File: src/rtl/core/wsd_sqrt.sv
// ----------------------------------------------------------------------------
// Pipelined integer square root
// Two radicand bits and one root bit per stage, floor of the root.
// ----------------------------------------------------------------------------
module wsd_sqrt #(
  parameter int VW = 66
) (
  input  logic              clk,
  input  logic [VW-1:0]     v,
  output logic [VW/2-1:0]   root
);

  localparam int RW  = VW / 2;
  localparam int RMW = RW + 3;

  logic [RMW-1:0] rem_q  [RW];
  logic [RW-1:0]  root_q [RW];
  logic [VW-1:0]  val_q  [RW];

  generate
    for (genvar i = 0; i < RW; i++) begin : g_stage
      logic [RMW-1:0] rem_p, t, trial;
      logic [RW-1:0]  root_p;
      logic [VW-1:0]  val_p;
      if (i == 0) begin : g_first
        assign rem_p  = '0;
        assign root_p = '0;
        assign val_p  = v;
      end else begin : g_next
        assign rem_p  = rem_q[i-1];
        assign root_p = root_q[i-1];
        assign val_p  = val_q[i-1];
      end
      assign t     = {rem_p[RMW-3:0], val_p[VW-1:VW-2]};
      assign trial = RMW'({root_p, 2'b01});
      always_ff @(posedge clk) begin
        if (t >= trial) begin
          rem_q[i]  <= t - trial;
          root_q[i] <= {root_p[RW-2:0], 1'b1};
        end else begin
          rem_q[i]  <= t;
          root_q[i] <= {root_p[RW-2:0], 1'b0};
        end
        val_q[i] <= val_p << 2;
      end
    end
  endgenerate

  assign root = root_q[RW-1];

endmodule

File: config.mk
export PLATFORM = sky130hd
export DESIGN_NAME = wsd_sqrt
export DESIGN_NICKNAME = d
export VERILOG_FILES = /design/src/rtl/core/wsd_sqrt.sv
export SDC_FILE = /design/constraint.sdc
export NUM_CORES = 2
export LEC_CHECK = 0
export BUFFER_PORTS_ARGS = -buffer_cell sky130_fd_sc_hd__buf_2
export CORE_MARGIN = 1
export CORE_UTILIZATION = 40
export DETAILED_ROUTE_END_ITERATION = 12
export PLACE_DENSITY = 0.62
export SLEW_MARGIN = 20
export SYNTH_ARGS = -nofsm -noshare
export SYNTH_HDL_FRONTEND = slang
export SYNTH_MEMORY_MAX_BITS = 65536
export SYNTH_SLANG_ARGS = --single-unit
File: constraint.sdc
create_clock -name clk -period 4.3 [get_ports clk]
set_clock_uncertainty 0.15 [all_clocks]
set_input_delay 0.645 -clock clk [delete_from_list [all_inputs] [get_ports clk]]
set_output_delay 0.645 -clock clk [all_outputs]
set_load 0.02 [all_outputs]
==> impl_metrics.tcl <==
set metrics [dict create \
    syn_inst 9422 \
    vias 65006 \
    wl_met1_um 90100 \
    place_ws_ps 436 \
    grt_pass1_wl_um 332000 \
    timing.final.crit_share 0.907 \
    critPathKind "flip-flop to flip-flop" \
    max_cap_viol_count 0 \
    r2r-end "rem_q[26][7]$_DFF_P_" \
    core.rowCount 179 \
    cts_tree "done" \
    synth_top_family_by_area "compound AO/OA/AOI/OAI gates" \
    clock-sinks 2654 \
    hp-class "flip-flop to flip-flop" \
    cp-end-kind "flip-flop" \
    required_ps 4890 \
    status "complete, no violations" \
    fill_cells 22043 \
    syn_avg_cell_area_um2 10.2 \
    endpoint "rem_q[26][7]$_DFF_P_" \
    dieWidth_um 492 \
    route.met3.wl_um 7930 \
    num_io_pins 100 \
    final_antenna_net_count 0 \
    yosysWarnings 0 \
    synth_top_area_share 0.552 \
    synth-edff-count 0 \
    cts.path.max_buffers 4 \
    drt_iter0_drc 3365 \
    slew_headroom 0.290 \
    top_layer "met4" \
    synth-async-reset-ratio 0 \
    final_max_slew_viol_count 0 \
    muxShareOfSynthArea 0.0113 \
    startpoint "root_q[25][3]$_DFF_P_" \
    worstMarginPinSlew_ps 1060 \
    grt_pass1_vias 64482 \
    final_nets 10411 \
    post_cts.repair.setup_buffers 0 \
    routed_wl_um 205000 \
    fp.dieH_um 492 \
    yosysMostFrequentCell "dfxtp_1" \
    syn_to_final_growth_pct 15.4 \
    reg2reg_slack_ps 400 \
    arrival_ps 4480 \
    initial_utilization 0.403 \
    drt_first_pass_iters 6 \
    grt_max_degree 57 \
    synth_ff_type "dfxtp_1" \
    clk_latency_ps 910 \
    vdd_drop_max_mv 0.461 \
    dp_hpwl_um 155000 \
    power.density_mw_per_mm2 607 \
    drive_above_1_share 0.0798 \
    leakage_nw 52.1 \
    power_mw 67.4 \
    cts.clk_slew.worst_paths_ps 60 \
    synthSimpleGateAreaFrac 0.119 \
    period_needed_ps 3900 \
    seq_area_frac_synth 0.552 \
    numPortBuffers 99 \
    fmax_mhz 256 \
    synthXorXnorAreaFrac 0.0792 \
    gp_congestion 0.896 \
    finalSetupTns_ps 0 \
    setup_violations 0 \
    r2r_start "root_q[25][3]$_DFF_P_" \
    path_max_fanout 33 \
    rr_worst_depth 11 \
    dieArea_mm2 0.242 \
    synth-compound-area-share 0.123 \
    synth_cell_types 95 \
    antenna_found_initial 6 \
    synthAdderAreaFrac 0.0775 \
    syn-num-nets 10085 \
    coreArea_mm2 0.239 \
    htreeDepth 5 \
    drc_errors 0 \
    grt.overflow.total 0 \
    viasPerCell 4.95 \
    cp-start-kind "flip-flop" \
    cts-root-buf "clkbuf_16" \
    cts_buffers 295 \
    rsz0062_at_grt "false" \
    ys_top_cells_by_area "dfxtp_1 55%, ha_1 7.8%, xnor2_1 4.2%, xor2_1 3.7%, a21oi_1 3.3%" \
    grt_usage 0.167 \
    synthTopCellsByCount "2,654 x dfxtp_1, 765 x inv_1, 631 x a21oi_1, 620 x nand2_1, 596 x ha_1" \
    syn_area_mm2 0.0962 \
    fin_ws_ps 401 \
    hold_viol_final 0 \
    hold_ws_ps 126 \
    synth-seq-cells 2654 \
    synth.largest_area_cell "dfxtp_1" \
    met2_length_um 98800 \
    wire_per_inst_um 15.6 \
]
repair_timing:
item                                   4_1_cts  5_1_grt
gates resized for setup                      0        0
hold buffers                                67        0
endpoints found under the hold margin       67        0
state kept, by name, summed over array words and instances (netlist names):
signal / count
rem_q: 1037
val_q: 1056
root_q: 561
cell type report:
| class | instances | area (µm²) | share of cell area |
|---|---|---|---|
| Antenna cell | 1 | 2.50 | 0.0000225 |
| Timing Repair Buffer | 210 | 1520 | 0.0137 |
| Clock inverter | 135 | 1750 | 0.0157 |
| Multi-Input combinational cell | 5819 | 39600 | 0.356 |
| Tap cell | 3167 | 3960 | 0.0357 |
| Sequential cell | 2654 | 53100 | 0.479 |
| Clock buffer | 379 | 8210 | 0.0740 |
| Inverter | 768 | 2890 | 0.0260 |
logic make-up after synthesis:
group	Yosys count
other	1
adders and majority gates	596
muxes	97
xor gates and xnor gates	870
DFF	2654
AOI/OAI and AO/OA	1926
buffers and inverters	949
and+or+nand+nor	2329
cells in the final DEF, fill, tap and decap left out, types with 259 or more instances in the layout:
cell type	count
xnor2_1	461
clkbuf_16	300
a21o_1	259
xor2_1	409
ha_1	596
o21ai_0	500
nor2_1	562
nand2_1	620
a21oi_1	629
inv_1	765
dfxtp_1	2654
worst max-delay path: stages, from the launching register on:
cell and delay [ps]:
dfxtp_1 340, inv_1 50, ha_1 350, a211oi_1 300
nor2_1 110, o41ai_1 410, a21oi_1 230, a221oi_1 590
nor2b_1 150, nor2_2 520, buf_4 410, o21ai_0 140
through the flow:
| step | utilization | std cells | area (µm²) |
|---|---|---|---|
| after floorplan | - | 9422 | 96200 |
| after global placement | 0.421 | 12551 | 100000 |
| after detailed placement | 0.421 | 12551 | 100000 |
| after CTS | 0.465 | 13132 | 111000 |
| after global routing | 0.465 | 13132 | 111000 |
| final | 0.466 | 13133 | 111000 |
how the worst min path moves through the flow:
stage | start | endpoint | cells after the start
detailed placement | val_q[0][370]$_DFF_P_ | val_q[0][436]$_DFF_P_ | 0
floorplan | val_q[0][934]$_DFF_P_ | val_q[0][1000]$_DFF_P_ | 0
global route | val_q[0][622]$_DFF_P_ | val_q[0][688]$_DFF_P_ | 0
finish | val_q[0][622]$_DFF_P_ | val_q[0][688]$_DFF_P_ | 0
CTS | val_q[0][622]$_DFF_P_ | val_q[0][688]$_DFF_P_ | 0
global placement | val_q[0][1254]$_DFF_P_ | val_q[0][1320]$_DFF_P_ | 0
report_power, final:
part / switching (mW) / total, mW / internal (mW)
Clock: 9.75 / 25.5 / 15.7
Sequential: 3.13 / 31.7 / 28.6
Combinational: 5.54 / 10.2 / 4.63
Total: 18.4 / 67.4 / 49.0
per-layer routing:
layer	global-route usage	up-vias
met5	0	-
met4	0.0702	0
met3	0.0240	497
met2	0.293	1366
met1	0.203	30315
li1	-	32828
Note: power is estimated with default switching activity, not from simulation.
