<file path="src/rtl/core/wsd_mul.sv">
// ----------------------------------------------------------------------------
// Pipelined signed multiplier
// Four half-width partial products, summed and signed over four stages.
// ----------------------------------------------------------------------------
module wsd_mul #(
  parameter int W = 33
) (
  input  logic                  clk,
  input  logic signed [W-1:0]   a,
  input  logic signed [W-1:0]   b,
  output logic signed [2*W-1:0] p
);

  localparam int H  = (W + 1) / 2;
  localparam int PW = 4 * H;

  logic [W-1:0]     ma, mb;
  logic             neg1, neg2, neg3;
  logic [2*H-1:0]   pp_ll, pp_lh, pp_hl, pp_hh;
  logic [2*W-1:0]   mag_sum;
  logic [PW-1:0]    wide_sum;

  always_comb begin
    wide_sum = PW'(pp_ll) + (PW'(pp_lh) << H) + (PW'(pp_hl) << H) + (PW'(pp_hh) << (2 * H));
  end

  always_ff @(posedge clk) begin
    ma      <= a[W-1] ? W'(~a + 1'b1) : W'(a);
    mb      <= b[W-1] ? W'(~b + 1'b1) : W'(b);
    neg1    <= a[W-1] ^ b[W-1];
    pp_ll   <= (2*H)'(ma[H-1:0]) * (2*H)'(mb[H-1:0]);
    pp_lh   <= (2*H)'(ma[H-1:0]) * (2*H)'(mb[W-1:H]);
    pp_hl   <= (2*H)'(ma[W-1:H]) * (2*H)'(mb[H-1:0]);
    pp_hh   <= (2*H)'(ma[W-1:H]) * (2*H)'(mb[W-1:H]);
    neg2    <= neg1;
    mag_sum <= wide_sum[2*W-1:0];
    neg3    <= neg2;
    p       <= neg3 ? $signed(~mag_sum + 1'b1) : $signed(mag_sum);
  end

endmodule

</file>
<file path="config.mk">
export PLATFORM = sky130hd
export DESIGN_NAME = wsd_mul
export DESIGN_NICKNAME = d
export VERILOG_FILES = /design/src/rtl/core/wsd_mul.sv
export SDC_FILE = /design/constraint.sdc
export NUM_CORES = 2
export LEC_CHECK = 0
export BUFFER_PORTS_ARGS = -buffer_cell sky130_fd_sc_hd__buf_4
export CELL_PAD_IN_SITES_DETAIL_PLACEMENT = 1
export CELL_PAD_IN_SITES_GLOBAL_PLACEMENT = 2
export CORE_MARGIN = 5
export CORE_UTILIZATION = 40
export DETAILED_ROUTE_END_ITERATION = 6
export GPL_ROUTABILITY_DRIVEN = 0
export PLACE_DENSITY = 0.9
export SLEW_MARGIN = 30
export SYNTH_ARGS = -nofsm -noshare
export SYNTH_HDL_FRONTEND = slang
export SYNTH_SLANG_ARGS = --single-unit
</file>
<file path="constraint.sdc">
create_clock -name clk -period 16 [get_ports clk]
set_clock_uncertainty 0.2 [all_clocks]
set_input_delay 1.6 -clock clk [delete_from_list [all_inputs] [get_ports clk]]
set_output_delay 1.6 -clock clk [all_outputs]
set_load 0.01 [all_outputs]
</file>
==> impl_metrics.py <==
metrics = {
    "worst_setup_path": {
        "r2r-start": "mb[10]",
        "arrival_ps": 7590,
        "worst-endpoint-required_ps": 16300,
        "timing.critical_path.mode_cell": "fa_1",
        "end_kind": "flop",
        "r2r.worst_path.cells": 22,
        "crit_path_max_incr_delay_ps": 790,
        "worst-path-max-fanout": 18,
        "crit_path_top_delay_cell": "dfxtp_1",
        "timing.critical_path.cells": "buf_4 -> nand2_1 -> fa_1 -> inv_1 -> fa_1 -> inv_1 -> fa_1 -> inv_1 -> fa_1 -> fa_1 -> inv_1 -> fa_1 -> inv_1 -> ha_1 -> a21oi_1 -> o2111ai_1 -> a211oi_1 -> a311oi_1 -> o31ai_1 -> o311ai_0 -> a31oi_1 -> xnor2_1",
        "rrSetupSlack_ps": 8710,
        "r2r-end": "pp_ll[33]",
        "start_kind": "flop",
        "crit_path_class": "flop to flop",
    },
    "timing": {
        "finalSetupTns_ps": 0,
        "post-route-min-period_ps": 7290,
        "worst_slew_pin_slew_ps": 1020,
        "unrepaired_setup_endpoints_after_global_routing": "false",
        "setup_viol": 0,
        "timing.final.max_slew_violations": 0,
        "achievable-frequency_mhz": 137,
        "slew_headroom_pct": 31.6,
        "hold_violations": 0,
        "final_period_utilization_pct": 45.6,
    },
    "floorplan": {
        "design.portCount": 133,
        "die_area_sq_um": 127000,
        "die_y_microns": 356,
        "core_area_sq_um": 119000,
        "die_width_microns": 356,
        "initial_util_pct": 40.1,
        "standard_cell_rows": 127,
    },
    "clock_network": {
        "ctsHtreeMaxLevel": 2,
        "tritoncts_num_sinks": 333,
        "path_clk_slew_ps": 60,
        "post_cts_resized": 0,
        "cts_buffers": 43,
        "clkLatencyLatePin_ps": 610,
        "hold_buffers": 0,
        "cts_post_setup_buffers_inserted": 0,
        "ctsRootBufferMaster": "clkbuf_16",
        "tritoncts": "done",
        "cts-root-to-sink-buffers": 3,
    },
    "routing": {
        "final_wirelength_mm": 138,
        "route.vias.total": 35500,
        "final_antenna_net_count": 0,
        "viasPerCell": 5.17,
        "drcViolationCount": 0,
        "post_drt_wl_per_cell_microns": 20.1,
        "drt_iter0_markers": 1499,
        "number_of_detailed_route_iterations_in_the_first_pass": 5,
    },
    "synthesis": {
        "number_of_synthesis_warnings": 0,
        "postSynthAreaPerCell_sq_um": 9.19,
        "syn-instance-count": 5209,
        "cell_area_after_technology_mapping_sq_um": 47900,
        "postSynth.asyncResetShare_pct": 0,
        "synth.yosys.seq_area_share_pct": 13.9,
        "synth_seq_cells": 333,
        "mappedNetlistNets": 6602,
        "yosys.area.top_type_share_pct": 36.3,
        "synth_area_leader_cell": "fa_1",
        "yosysUniqueCellTypes": 73,
        "ys_dominant_reg_cell": "dfxtp_1",
        "synth_edf_count": 0,
        "synth_area_leaders": "fa_1, dfxtp_1, ha_1",
    },
    "layout": {
        "drive_gt1_share_pct": 6.09,
        "area_occupied_by_multi_input_gates_sq_um": 36700,
        "post-route-util_pct": 43.6,
        "nFillCells": 13800,
        "layout.area.seq_sq_um": 6680,
        "area_added_between_synthesis_and_finish_pct": 8.77,
        "nNetsFinal": 6614,
    },
    "grt": {
        "globalRouteOverflowTotal": 0,
        "pin_count_of_the_biggest_net_entering_global_routing": 67,
        "antenna_found_initial": 12,
        "globalRouteTotalUtil_pct": 22.0,
        "first_global_vias": 39800,
        "grt_first_pass_wirelength_mm": 220,
    },
    "hold_path": {
        "holdPathEnd": "mag_sum[7]",
        "worst_hold_path.num_cells": 0,
        "hold_path.startpoint": "pp_ll[7]",
        "worstHoldPathType": "flop to flop",
    },
    "flow_run": {
        "maxCapViolations": 0,
    },
    "status": {
        "status": "completed",
    },
    "placed_design": {
        "numPortBuffers": 132,
        "hpwl_mm": 107,
    },
}
## kinds of logic (layout without fill, tap and decap cells)
group | count (synthesis) | in the layout | synth area share, %
compound gates | 532 | 532 | 7.24
fa+ha+maj | 1326 | 1326 | 48.3
xor+xnor | 274 | 274 | 5.01
flops | 333 | 333 | 13.9
buf+inv | 1215 | 1259 | 9.57
mux | 2 | 2 | 0.0418
other cells | 0 | 3 | 0
simple gates | 1527 | 1527 | 15.9
## worst max-delay path by stage
stage                       from   endpoint  slack, ps
after global routing      mb[10]  pp_ll[33]       8330
after CTS                 mb[11]  pp_hl[28]       8590
after detailed placement  mb[11]  pp_hl[28]       8690
final                     mb[10]  pp_ll[33]       8710
after floorplan           ma[24]  pp_hl[28]       9690
after global placement    mb[11]  pp_hl[28]       8890
## Yosys cell counts, types with 4 or more instances
library cell / n
o21a_1: 28
nand3b_1: 4
dfxtp_1: 333
or4_1: 19
o41ai_1: 19
o311ai_0: 4
fa_1: 868
nand4_1: 26
o31ai_1: 39
ha_1: 458
o211ai_1: 8
a21boi_0: 9
nor4_1: 16
or4_4: 4
clkbuf_1: 227
and2_1: 517
nand2_1: 688
o21bai_1: 17
xnor2_1: 238
and3_1: 14
nor2_1: 89
a21oi_1: 129
or2_2: 12
o2111ai_1: 5
xor2_1: 36
a211oi_1: 22
a21o_1: 70
a31oi_1: 16
nand3_1: 37
nand2b_1: 18
inv_1: 984
nor3_1: 21
nor2b_1: 15
o21ai_0: 125
or3_1: 27
a211o_1: 4
## sequential cells by signal, summed over array words and instances, names as in the netlist
name / flops
ma: 33
mag_sum: 66
mb: 33
neg1: 1
neg2: 1
neg3: 1
p: 66
pp_hh: 32
pp_hl: 33
pp_lh: 33
pp_ll: 34
## metal layers
metal	GRT usage [%]	share of wire (%)	vias to the layer above	wire length, microns
li1	-	-	16000	-
met2	39.6	51	662	70000
met1	27.6	42	18600	57700
met3	2.90	4.4	222	6110
met5	0	0.022	-	31
met4	6.51	3.3	4	4580
## cell usage in the layout (no fill, tap or decap), types with 5 or more instances in the layout
master / netlist / layout
a211oi_1: 22 / 22
a21boi_0: 9 / 9
a21o_1: 70 / 70
a21oi_1: 129 / 129
a31oi_1: 16 / 16
and2_1: 517 / 517
and3_1: 14 / 14
buf_4: 0 / 198
bufinv_16: 0 / 5
clkbuf_16: 0 / 44
clkbuf_8: 2 / 9
clkinv_2: 0 / 5
dfxtp_1: 333 / 321
dfxtp_2: 0 / 12
fa_1: 868 / 868
ha_1: 458 / 458
inv_1: 984 / 984
nand2_1: 688 / 688
nand2b_1: 18 / 18
nand3_1: 37 / 37
nand4_1: 26 / 26
nor2_1: 89 / 89
nor2b_1: 15 / 15
nor3_1: 21 / 20
nor4_1: 16 / 16
o2111ai_1: 5 / 5
o211ai_1: 8 / 8
o21a_1: 28 / 28
o21ai_0: 125 / 125
o21bai_1: 17 / 17
o31ai_1: 39 / 38
o41ai_1: 19 / 18
or2_2: 12 / 12
or3_1: 27 / 27
or4_1: 19 / 19
xnor2_1: 238 / 235
xor2_1: 36 / 36
## per-stage QoR
step | setup WS, ps | hold WS [ps] | instance area, sq um | std cells
global route | 8330 | 123 | 52100 | 6866
detailed placement | 8690 | 113 | 50500 | 6788
floorplan | 9690 | 110 | 47900 | 5209
CTS | 8590 | 127 | 52100 | 6865
finish | 8710 | 124 | 52100 | 6868
global placement | 8890 | 110 | 50500 | 6788
## critical path, delay by kind of cell (launching register included)
| family | cells | cell delay [ps] |
|---|---|---|
| flops | 1 | 790 |
| fa+ha+maj | 7 | 3030 |
| buf+inv | 6 | 730 |
| simple gates | 1 | 120 |
| xor+xnor | 1 | 90 |
| compound gates | 7 | 2200 |
## layout make-up
| cell class | instances | share of cell area [%] |
|---|---|---|
| multi-input combinational | 3661 | 70.4 |
| sequential | 333 | 12.8 |
| inverter | 984 | 7.09 |
| tap | 1612 | 3.87 |
| timing repair buffer | 198 | 2.85 |
| clock buffer | 57 | 2.38 |
| clock inverter | 20 | 0.524 |
| antenna | 3 | 0.0144 |
Power is left out: the tool's default activity adds up to more than one toggle a clock period on the data nets, which glitch-free logic cannot reach.
